### config.mk
export PLATFORM = sky130hd
export DESIGN_NAME = zobtt_ram
export DESIGN_NICKNAME = d
export VERILOG_FILES = /design/src/hdl/zobtt_ram.sv
export SDC_FILE = /design/constraint.sdc
export NUM_CORES = 1
export LEC_CHECK = 0
export BUFFER_PORTS_ARGS = -buffer_cell sky130_fd_sc_hd__buf_4
export CAP_MARGIN = 20
export CORE_ASPECT_RATIO = 0.6
export CORE_MARGIN = 2
export CORE_UTILIZATION = 57
export CTS_BUF_LIST = sky130_fd_sc_hd__clkbuf_2
export DETAILED_ROUTE_END_ITERATION = 12
export PLACE_DENSITY = 0.83
export RECOVER_POWER = 50
export SKIP_CTS_REPAIR_TIMING = 1
export SYNTH_ARGS = -nofsm -noshare
export SYNTH_HDL_FRONTEND = slang
export SYNTH_SLANG_ARGS = --single-unit
### constraint.sdc
create_clock -name clk -period 2.2 [get_ports clk]
set_clock_uncertainty 0.15 [all_clocks]
set_input_delay 0.44 -clock clk [delete_from_list [all_inputs] [get_ports clk]]
set_output_delay 0.44 -clock clk [all_outputs]
set_load 0.02 [all_outputs]
### src/hdl/zobtt_ram.sv
`timescale 1ns / 1ps
`default_nettype none

module zobtt_ram #(
  parameter int WIDTH = 8,
  parameter int DEPTH = 16,
  localparam int AW = (DEPTH > 1) ? $clog2(DEPTH) : 1
) (
  input  wire logic             clk,
  input  wire logic             we,
  input  wire logic [AW-1:0]    waddr,
  input  wire logic [WIDTH-1:0] wdata,
  input  wire logic [AW-1:0]    raddr,
  output logic      [WIDTH-1:0] rdata
);

  logic [WIDTH-1:0] mem [DEPTH];
  logic [WIDTH-1:0] rdata_r;

  always_ff @(posedge clk) begin
    if (we) begin
      mem[waddr] <= wdata;
    end
    rdata_r <= mem[raddr];
  end

  assign rdata = rdata_r;

endmodule

`default_nettype wire

Word level (Yosys, flattened, before mapping). Memories as Yosys holds them, arrays and structs flattened. A register that Yosys moved wholly into a read port is not among the register bits. Index checks and enable logic that the tools add are counted.

Register bits after elaboration: 0. RAM bits: 128. Input bits: 18. Output and inout bits: 8. Logic and storage cells: 3. Memories kept: 1.

Muxes and demuxes: 2.

Memories: mem (words 16, bits a word 8, rd ports 1, clocked after memory_dff 1, write ports 1, RTL line 17) `logic [WIDTH-1:0] mem [DEPTH];`.

Operators by type and width (number): $mux 1 (2).

Longest topological paths before layout.
Depth after elaboration: 2. Gate-level depth with buffers: 5. Depth with buffers taken out: 3.

Worst setup path after synthesis. Ideal clock, no wire load.

Path type: in2reg. Start: in waddr[2]. End: mem mem[0][0], enable pin. Library setup time: 383 ps. Arrival time: 1550 ps. Required time: 1667 ps. Setup slack: 117 ps. Stages on the path: 2. Buffers on the path: 0. Cell sequence: or3b_2 -> nor3_1.

RTL lines: start: declaration (RTL line 11) `input wire logic [AW-1:0] waddr,`; end: declaration (RTL line 17).

Straight into the memory's write port.

Worst setup path in the final report.
Start: reg rdata_r[6], in the netlist rdata[6], read port of mem. End: out rdata[6].

RTL lines: start: declaration (RTL line 18) `logic [WIDTH-1:0] rdata_r;`; end: declaration (RTL line 14) `output logic [WIDTH-1:0] rdata`.

No word-level cell between the ends.

==> reports/results.txt <==
Fraction of layout cells with a size suffix above 1 - 0.274
Max Cap Viol - 0
Cell type with the largest total area after synthesis - edfxtp_1
Num Clock Sinks - 136
CP max stage cell - dfxtp_1
Warnings, synthesis - 0
Remaining antenna violation count - 0
Vias per inst - 6.04
1st-iter DRT viols - 286
Cells after synthesis - 229
Most frequent cells in the layout - edfxtp_1, buf_4, mux4_2
Clock Tree Buf Depth - 2
Class of the worst hold path - in -> reg
Clock tree root driver cell - clkbuf_2
IO Port Bufs - 25
Slew Viols, Final - 0
Syn Area/Cell - 22.5 um^2
Global Route Usage Sum - 0.216
Worst Path Max Fanout - 1
Reg power frac - 0.619
Final setup fails - 0
Flip-flop and latch count after synthesis - 136
CP arrival - 1.25 ns
CTS H-tree depth - 4
Post-layout util - 0.677
DRC Markers - 0
DR vias - 2,532
Initial antenna violation count - 0
Setup_tns - 0 ns
Clk network pwr share - 0.315
Grt ovf - 0
Placer Congestion - 0.797
Number of global-route vias before repair - 2,544
VDD IR max - 0.616 mV
Top-area cell type share of the netlist area - 0.747
Detailed placement HPWL - 6500 um
Cell area after synthesis - 5150 um^2
Pwr Density - 804 nW/um^2
Buffer and inverter count on the worst path - 1
Internal Power - 0.00365 W
Crit end category - primary output
Global-route wire length before repair - 14,900 um
Leak pwr - 1.97 nW
Area delta synth->final - 13.8%
Fmax - 544 MHz
Skew-Pair Late Insertion Delay - 0.66 ns
Worst-path cell chain - buf_4
Post-route cell area - 5860 um^2
Worst path required time - 1.61 ns
Num rows - 26
Routed wire length - 9990 um
Minimum clock period - 1.84 ns
RSZ-0062 raised after global routing - false
Commonest non-fill, non-tap cell in the layout - edfxtp_1
Reg clk slew, reported paths - 0.19 ns
Crit-path max cell delay - 0.43 ns
DP Area - 5590 um^2
Register area share after synthesis - 0.778
Gate power share - 0.066
Tcrit/Tclk final - 0.836
Worst slew margin - 0.453
CTS tree - built
Nets - 312
Setup CP Type - reg -> out
Io pins - 26
Net switching power figure - 0.00106 W
Netlist cell types - 19
Synthesized net count - 247
Die area - 9830 um^2
Status - completed
Cts bufs inserted - 17
Worst slew pin tran - 0.820 ns
Pin count of the biggest net entering global routing - 30
Core area - 8650 um^2
Vert. Die Dim - 77.6 um
DRT Pass-1 Iters - 4
Die Wd - 127 um
Starting Density - 0.595
Switching Fraction - 0.226
Top cells by area, synth - edfxtp_1, mux4_2, mux4_1, dfxtp_1, a22oi_1
Fin. Hold Viols - 0
CP delay by family, top - flip-flops
Crit start category - flip-flop
Wire per inst - 23.8 um
Ant diodes - 0
[power groups by stage]
stage	registers, W	logic, W	clock network [W]
2_1_floorplan	0.00298	0.000147	0
3_3_place_gp	0.00297	0.000303	0
3_5_place_dp	0.00297	0.000312	0
4_1_cts	0.00291	0.000312	0.00151
5_1_grt	0.00292	0.000335	0.00161
6_report	0.00291	0.000313	0.00148
[per-layer routing]
| metal | up-vias | wire length [um] | global-route usage |
|---|---|---|---|
| li1 | 1106 | - | - |
| met1 | 1313 | 4680 | 0.337 |
| met2 | 101 | 4520 | 0.307 |
| met3 | 12 | 697 | 0.0503 |
| met4 | 0 | 88 | 0.0747 |
| met5 | - | 0 | 0 |
[registers in the layout, summed over array words and instances, names as in the netlist]
name   count
mem      128
rdata      8
[synthesized netlist by cell type, drive strengths merged]
master,number
nor3,4
nand3b,2
dfxtp,8
nand2,9
nor2,13
nand3,1
nand2b,2
buf,7
clkdlybuf4s25,3
nor2b,1
mux4,32
and2b,1
a22oi,16
edfxtp,128
and2,1
or3b,1
[cell families (layout without fill, tap and decap cells)]
| logic type | Yosys count | after routing | synth area share |
|---|---|---|---|
| AOI/OAI and AO/OA | 16 | 16 | 0.0233 |
| buffers and inverters | 10 | 88 | 0.0168 |
| DFF | 136 | 136 | 0.778 |
| muxes | 32 | 32 | 0.150 |
| and+or+nand+nor | 35 | 35 | 0.0318 |
[stage by stage]
| stage | hold slack [ns] | std cells | power [W] | setup slack (ns) |
|---|---|---|---|---|
| global route | 0.0476 | 419 | 0.00486 | 0.320 |
| floorplan | 0.389 | 229 | 0.00313 | 0.117 |
| CTS | -0.124 | 411 | 0.00473 | 0.320 |
| finish | 0.0907 | 419 | 0.00471 | 0.361 |
| detailed placement | 0.521 | 379 | 0.00328 | 0.0915 |
| global placement | 0.502 | 379 | 0.00327 | 0.115 |
[final timing paths]
| kind | from | to | slack (ns) | cells after the start |
|---|---|---|---|---|
| worst max-delay path | rdata[6]$_DFF_P_ | rdata[6] | 0.36 | 1 |
| worst min-delay path | waddr[2] | mem[3][6]$_DFFE_PP_ | 0.09 | 3 |
| worst max register to register | mem[9][4]$_DFFE_PP_ | rdata[4]$_DFF_P_ | 0.70 | 3 |
| worst min register to register | mem[15][1]$_DFFE_PP_ | rdata[1]$_DFF_P_ | 0.55 | 3 |
[layout make-up]
type,instances,area [um^2]
Sequential cell,136,4000
Fill cell,577,2790
Tap cell,112,140
Timing Repair Buffer,56,413
Multi-Input combinational cell,83,1060
Clock buffer,17,85.1
Clock inverter,15,160
No activity file was read; power rests on OpenSTA's default activity.
