$ cat src/hdl/zobtt_pkg.sv
`timescale 1ns / 1ps
`default_nettype none

package zobtt_pkg;

  localparam int INDEX_BITS = 16;
  localparam int BANKS      = 2;
  localparam int PIECES     = 16;
  localparam int SQUARES    = 256;

  localparam int ENTRIES   = 1 << INDEX_BITS;
  localparam int ENT_DEPTH = BANKS << INDEX_BITS;
  localparam int EAW       = (ENT_DEPTH > 1) ? $clog2(ENT_DEPTH) : 1;
  localparam int KEY_DEPTH = PIECES * SQUARES;
  localparam int KAW       = (KEY_DEPTH > 1) ? $clog2(KEY_DEPTH) : 1;

  localparam logic [2:0] OP_LOAD_KEY = 3'd0;
  localparam logic [2:0] OP_CLEAR    = 3'd1;
  localparam logic [2:0] OP_TOGGLE   = 3'd2;
  localparam logic [2:0] OP_MOVE     = 3'd3;
  localparam logic [2:0] OP_LOOKUP   = 3'd4;
  localparam logic [2:0] OP_STORE    = 3'd5;

  localparam logic [1:0] KIND_EXACT = 2'd0;
  localparam logic [1:0] KIND_LOWER = 2'd1;
  localparam logic [1:0] KIND_UPPER = 2'd2;

  // Key reads of a move: (piece, from), (piece, to), (captured, to).
  localparam logic [1:0] KEY_STEP_LAST = 2'd2;

  typedef struct packed {
    logic [2:0]         op;
    logic [3:0]         piece;
    logic [3:0]         other_piece;
    logic [7:0]         square_a;
    logic [7:0]         square_b;
    logic [31:0]        key_low;
    logic [63:0]        key_high;
    logic signed [15:0] score_a;
    logic signed [15:0] score_b;
    logic signed [15:0] search_depth;
    logic [1:0]         bound_kind;
    logic               bank;
  } in_word_t;

  typedef struct packed {
    logic               hit;
    logic signed [15:0] score;
  } out_word_t;

  typedef struct packed {
    logic               valid;
    logic [63:0]        check;
    logic [1:0]         kind;
    logic signed [15:0] eval;
    logic signed [15:0] depth;
  } entry_t;

  typedef enum logic [2:0] {
    ST_CLEAR,
    ST_IDLE,
    ST_EXEC,
    ST_KEY,
    ST_KTAIL,
    ST_TREAD,
    ST_DONE
  } state_t;

  function automatic logic key_ok(input logic [3:0] piece, input logic [7:0] square);
    return (int'(piece) < PIECES) && (int'(square) < SQUARES);
  endfunction

  function automatic logic [KAW-1:0] key_addr(input logic [3:0] piece,
                                              input logic [7:0] square);
    return KAW'(KAW'(piece) * KAW'(SQUARES) + KAW'(square));
  endfunction

  function automatic logic [EAW-1:0] ent_addr(input logic bank,
                                              input logic [INDEX_BITS-1:0] slot);
    return (EAW'(bank) << INDEX_BITS) | EAW'(slot);
  endfunction

endpackage

`default_nettype wire

$ cat src/hdl/zobtt_judge.sv
`timescale 1ns / 1ps
`default_nettype none

module zobtt_judge (
  input  wire zobtt_pkg::entry_t    entry,
  input  wire logic                 bank_ok,
  input  wire logic [63:0]          hash_long,
  input  wire logic signed [15:0]   alpha,
  input  wire logic signed [15:0]   beta,
  input  wire logic signed [15:0]   need,
  output zobtt_pkg::out_word_t      res
);

  logic match;
  logic use_score;

  assign match = bank_ok && entry.valid && (entry.depth >= need) &&
                 (entry.check == hash_long);

  // A bound entry only settles the search when it falls outside the window.
  always_comb begin
    case (entry.kind)
      zobtt_pkg::KIND_EXACT: use_score = 1'b1;
      zobtt_pkg::KIND_LOWER: use_score = (entry.eval >= beta);
      zobtt_pkg::KIND_UPPER: use_score = (entry.eval <= alpha);
      default:               use_score = 1'b0;
    endcase
  end

  assign res.hit   = match && use_score;
  assign res.score = (match && use_score) ? entry.eval : 16'sd0;

endmodule

`default_nettype wire

$ cat config.mk
export PLATFORM = sky130hd
export DESIGN_NAME = zobtt_judge
export DESIGN_NICKNAME = d
export VERILOG_FILES = /design/src/hdl/zobtt_pkg.sv /design/src/hdl/zobtt_judge.sv
export SDC_FILE = /design/constraint.sdc
export NUM_CORES = 1
export LEC_CHECK = 0
export BUFFER_PORTS_ARGS = -buffer_cell sky130_fd_sc_hd__buf_4
export CELL_PAD_IN_SITES_DETAIL_PLACEMENT = 0
export CELL_PAD_IN_SITES_GLOBAL_PLACEMENT = 1
export CORE_MARGIN = 3
export CORE_UTILIZATION = 24
export DETAILED_ROUTE_END_ITERATION = 8
export GPL_ROUTABILITY_DRIVEN = 1
export PLACE_DENSITY_LB_ADDON = 0.15
export SYNTH_ARGS = -nofsm -noshare
export SYNTH_HDL_FRONTEND = slang
export SYNTH_SLANG_ARGS = --single-unit
$ cat constraint.sdc
create_clock -name vclk -period 3.8
set_input_delay 0.57 -clock vclk [all_inputs]
set_output_delay 0.57 -clock vclk [all_outputs]
set_load 0.02 [all_outputs]
After elaboration in Yosys (flattened, before gate mapping)
Cells that the tools add are included.
{ "word_totals": {"register_bits": 0, "wordCells": 13, "in_bits": 212} }
{ "classes": {"n_eq_ne": 3, "n_reduce_logical": 5, "magnitude_cmp": 3, "n_mux": 2} }
{ "ops": {"columns": ["cell", "count"], "rows": [
  ["$eq 64x64->1", 1],
  ["$ge 16x16->1", 2],
  ["$le 16x16->1", 1],
  ["$mux 16", 1],
  ["$logic_and 1x1->1", 4],
  ["$pmux 1 s3", 1],
  ["$eq 2x1->1 const B", 1],
  ["$eq 2x2->1 const B", 1],
  ["$logic_not 2->1", 1]
]} }

Depth between registers and ports, before layout
{ "depth": {"ltp_word": 5, "ltp_mapped": 10} }

Worst setup path before layout
No wires, ideal clock.
{ "synth_timing": {"path_kind": "input port to output port", "from": "input alpha[15]", "to": "output res[0] (netlist name)", "slack_ns": 0.497, "arrival_time_ns": 2.733, "n_path_buf": 1, "cell_stages": 9, "cell_sequence": "inv_1 ha_1 nand4_2 nor4_2 a21boi_2 nor4_1 or3_1 buf_4 a2111oi_2"} }
{ "synth_rtl": {"columns": ["element", "line_no", "source"], "rows": [
  ["start: declaration", "zobtt_judge.sv:8", "input wire logic signed [15:0] alpha,"],
  ["end: declaration", "zobtt_judge.sv:11", "output zobtt_pkg::out_word_t res"]
]} }

==> run_results.csv <==
group,metric,value,unit
floorplan,ioPinCount,229,
routing,wirelength,9240,um
synthesis,synth_xor_area_share,19.3,%
sta,period_share,93.9,%
global_route,antenna_found_initial,0,
pwr,powerDensity,94.6,nW/um^2
floorplan,die_y,105,um
final_layout,diodes,0,
synthesis,syn_inst,312,
worst_setup_path,required,3.23,ns
synthesis,ys_seq_area_share,0,%
synthesis,ys_warn_count,0,
synthesis,ys_types,51,
final_layout,seq_cells,0,
synthesis,syn-num-nets,572,
place,port_buffers,229,
worst_setup_path,start_kind,"primary input",
clock_tree,post_cts_buffers,0,
sta,rsz0062_at_grt,"no",
outcome,status,"finished, final reports clean",
global_route,grt_pass1_vias,3056,
sta,hold_viol_final,0,
final_layout,num-clock-buffers,0,
routing,drt-initial-drc-count,73,
final_layout,area_growth,79.0,%
floorplan,core_area,9420,um^2
worst_setup_path,worstPathMaxFanout,13,
synthesis,synth_top_family_by_area,"adder cells",
worst_hold_path,hold_path.class,"in -> out",
clock_tree,postCtsResizedCells,0,
global_route,grt_max_degree,18,
final_layout,design_area,4220,um^2
routing,wl_per_cell,13.9,um
final_layout,fillers,983,
global_route,track_usage,15.5,%
synthesis,syn_area_per_cell,7.56,um^2
pwr,leakage,2.29,nW
floorplan,num_rows,35,
synthesis,synthAdderAreaFrac,25.5,%
sta,timing.final.max_slew_violations,0,
worst_setup_path,worst-setup-path-type,"in -> out",
pwr,worst_ir_drop_vdd,0.0454,mV
floorplan,start_util,25.1,%
sta,worst_pin_slew,0.688,ns
place,postPlaceCellArea,4210,um^2
global_route,grt_pass1_wl,14500,um
run,maxCapViolations,0,
sta,relSlewSlack,53.1,%
final_layout,regArea,0,um^2
synthesis,syn-cell-area,2360,um^2
clock_tree,postCtsHoldBufs,0,
routing,drt-pass1-iter-count,5,
sta,finalSetupTns,0,ns
routing,vias,3050,
worst_setup_path,arrival,3.00,ns
routing,drtAntennaViolNets,0,
routing,routed_via_density,4.57,
final_layout,num-nets-final,800,
floorplan,die_area,11100,um^2
worst_setup_path,worst_setup_path_end_kind,"primary output",
place,place.gp.congestion,0.830,
routing,remaining_drc_errors,0,
sta,setup_viol,0,
final_layout,layout_common_cells,"buf_4, inv_1, ha_1, xor2_1",
sta,min_period,3.57,ns
place,place_hpwl,8670,um
synthesis,synthMuxAreaShare,0.583,%
global_route,gr-total-overflow,0,
synthesis,synth_compound_area_share,22.9,%
synthesis,synth-simple-area-share,19.7,%
floorplan,dieWidth,105,um
sta,fmax,280,MHz
final_layout,drive_gt1_share,47.4,%
final_layout,final_common_cell,"buf_4",
[routing by layer]
| metal | vias up | global-route usage, % | part of all wire [%] |
|---|---|---|---|
| li1 | 1584 | - | - |
| met4 | 0 | 1.87 | 1.5 |
| met2 | 111 | 29.1 | 51 |
| met5 | - | 0 | 0 |
| met1 | 1345 | 19.1 | 42 |
| met3 | 10 | 2.35 | 6.2 |
[per-stage QoR]
step / util (%) / std cells / setup WS [ns] / power [mW] / hold slack [ns]
after floorplan: - / 312 / 0.497 / 0.178 / 1.24
after global placement: 44.7 / 667 / 0.178 / 0.392 / 1.52
after detailed placement: 44.7 / 667 / 0.125 / 0.398 / 1.52
after CTS: 44.7 / 667 / 0.104 / 0.400 / 1.52
after global routing: 44.9 / 667 / 0.0216 / 0.450 / 1.53
final: 44.9 / 667 / 0.233 / 0.399 / 1.52
[cell usage after synthesis, drive strengths merged]
master	number	area share [%]
a31oi	1	0.27
nand2b	3	0.80
and2	1	0.27
buf	7	2.5
o21ai	6	1.3
nor3	3	1.1
a41o	1	0.42
o22ai	4	1.1
or4	3	1.1
a222oi	1	0.42
a21boi	2	0.80
o311a	1	0.42
xnor2	5	1.9
a211oi	17	7.7
nor2	2	0.32
mux2i	1	0.58
nor2b	4	1.1
o31ai	1	0.32
a221oi	1	0.37
nor4	14	4.6
o211ai	2	0.64
inv	60	9.5
and4	1	0.37
o2bb2ai	1	0.37
a21o	6	1.9
nand2	9	1.5
o41ai	1	0.37
a2111oi	2	1.0
a22oi	2	0.64
a21oi	18	3.8
ha	48	25
nand3	19	4.2
o2111ai	2	0.74
nand4	13	3.7
xor2	47	17
or3	2	0.53
o21a	1	0.32
[worst paths after layout]
kind,startpoint,endpoint,cells after the start
worst min-delay path,entry[21],res[5],4
worst max-delay path,entry[21],res[4],10
[where the power goes]
| group | switching [mW] | internal, mW | leakage [nW] |
|---|---|---|---|
| combinational | 0.167 | 0.233 | 2.29 |
| clock | 0 | 0 | 0 |
| sequential | 0 | 0 | 0 |
[worst max-delay path: stages]
cell      delay, ns
buf_4          0.13
ha_1           0.31
a21oi_1        0.14
o21ai_0        0.12
a21o_1         0.21
or4_1          0.47
a41o_1         0.32
buf_4          0.23
a211oi_1       0.28
buf_4          0.20
[cell families after synthesis]
logic type | Yosys count
AND/OR/NAND/NOR | 74
multiplexers | 1
XOR/XNOR | 52
AO/OA/AOI/OAI | 70
buffers and inverters | 67
adder cells (fa/ha/maj) | 48
[final cells by class]
cell class / count / area [um^2] / area share (%)
inverter: 60 / 225 / 5.33
tap: 129 / 161 / 3.82
timing repair buffer: 233 / 1750 / 41.4
multi-input combinational: 245 / 2090 / 49.4
Power figures use the tool's default switching activity.
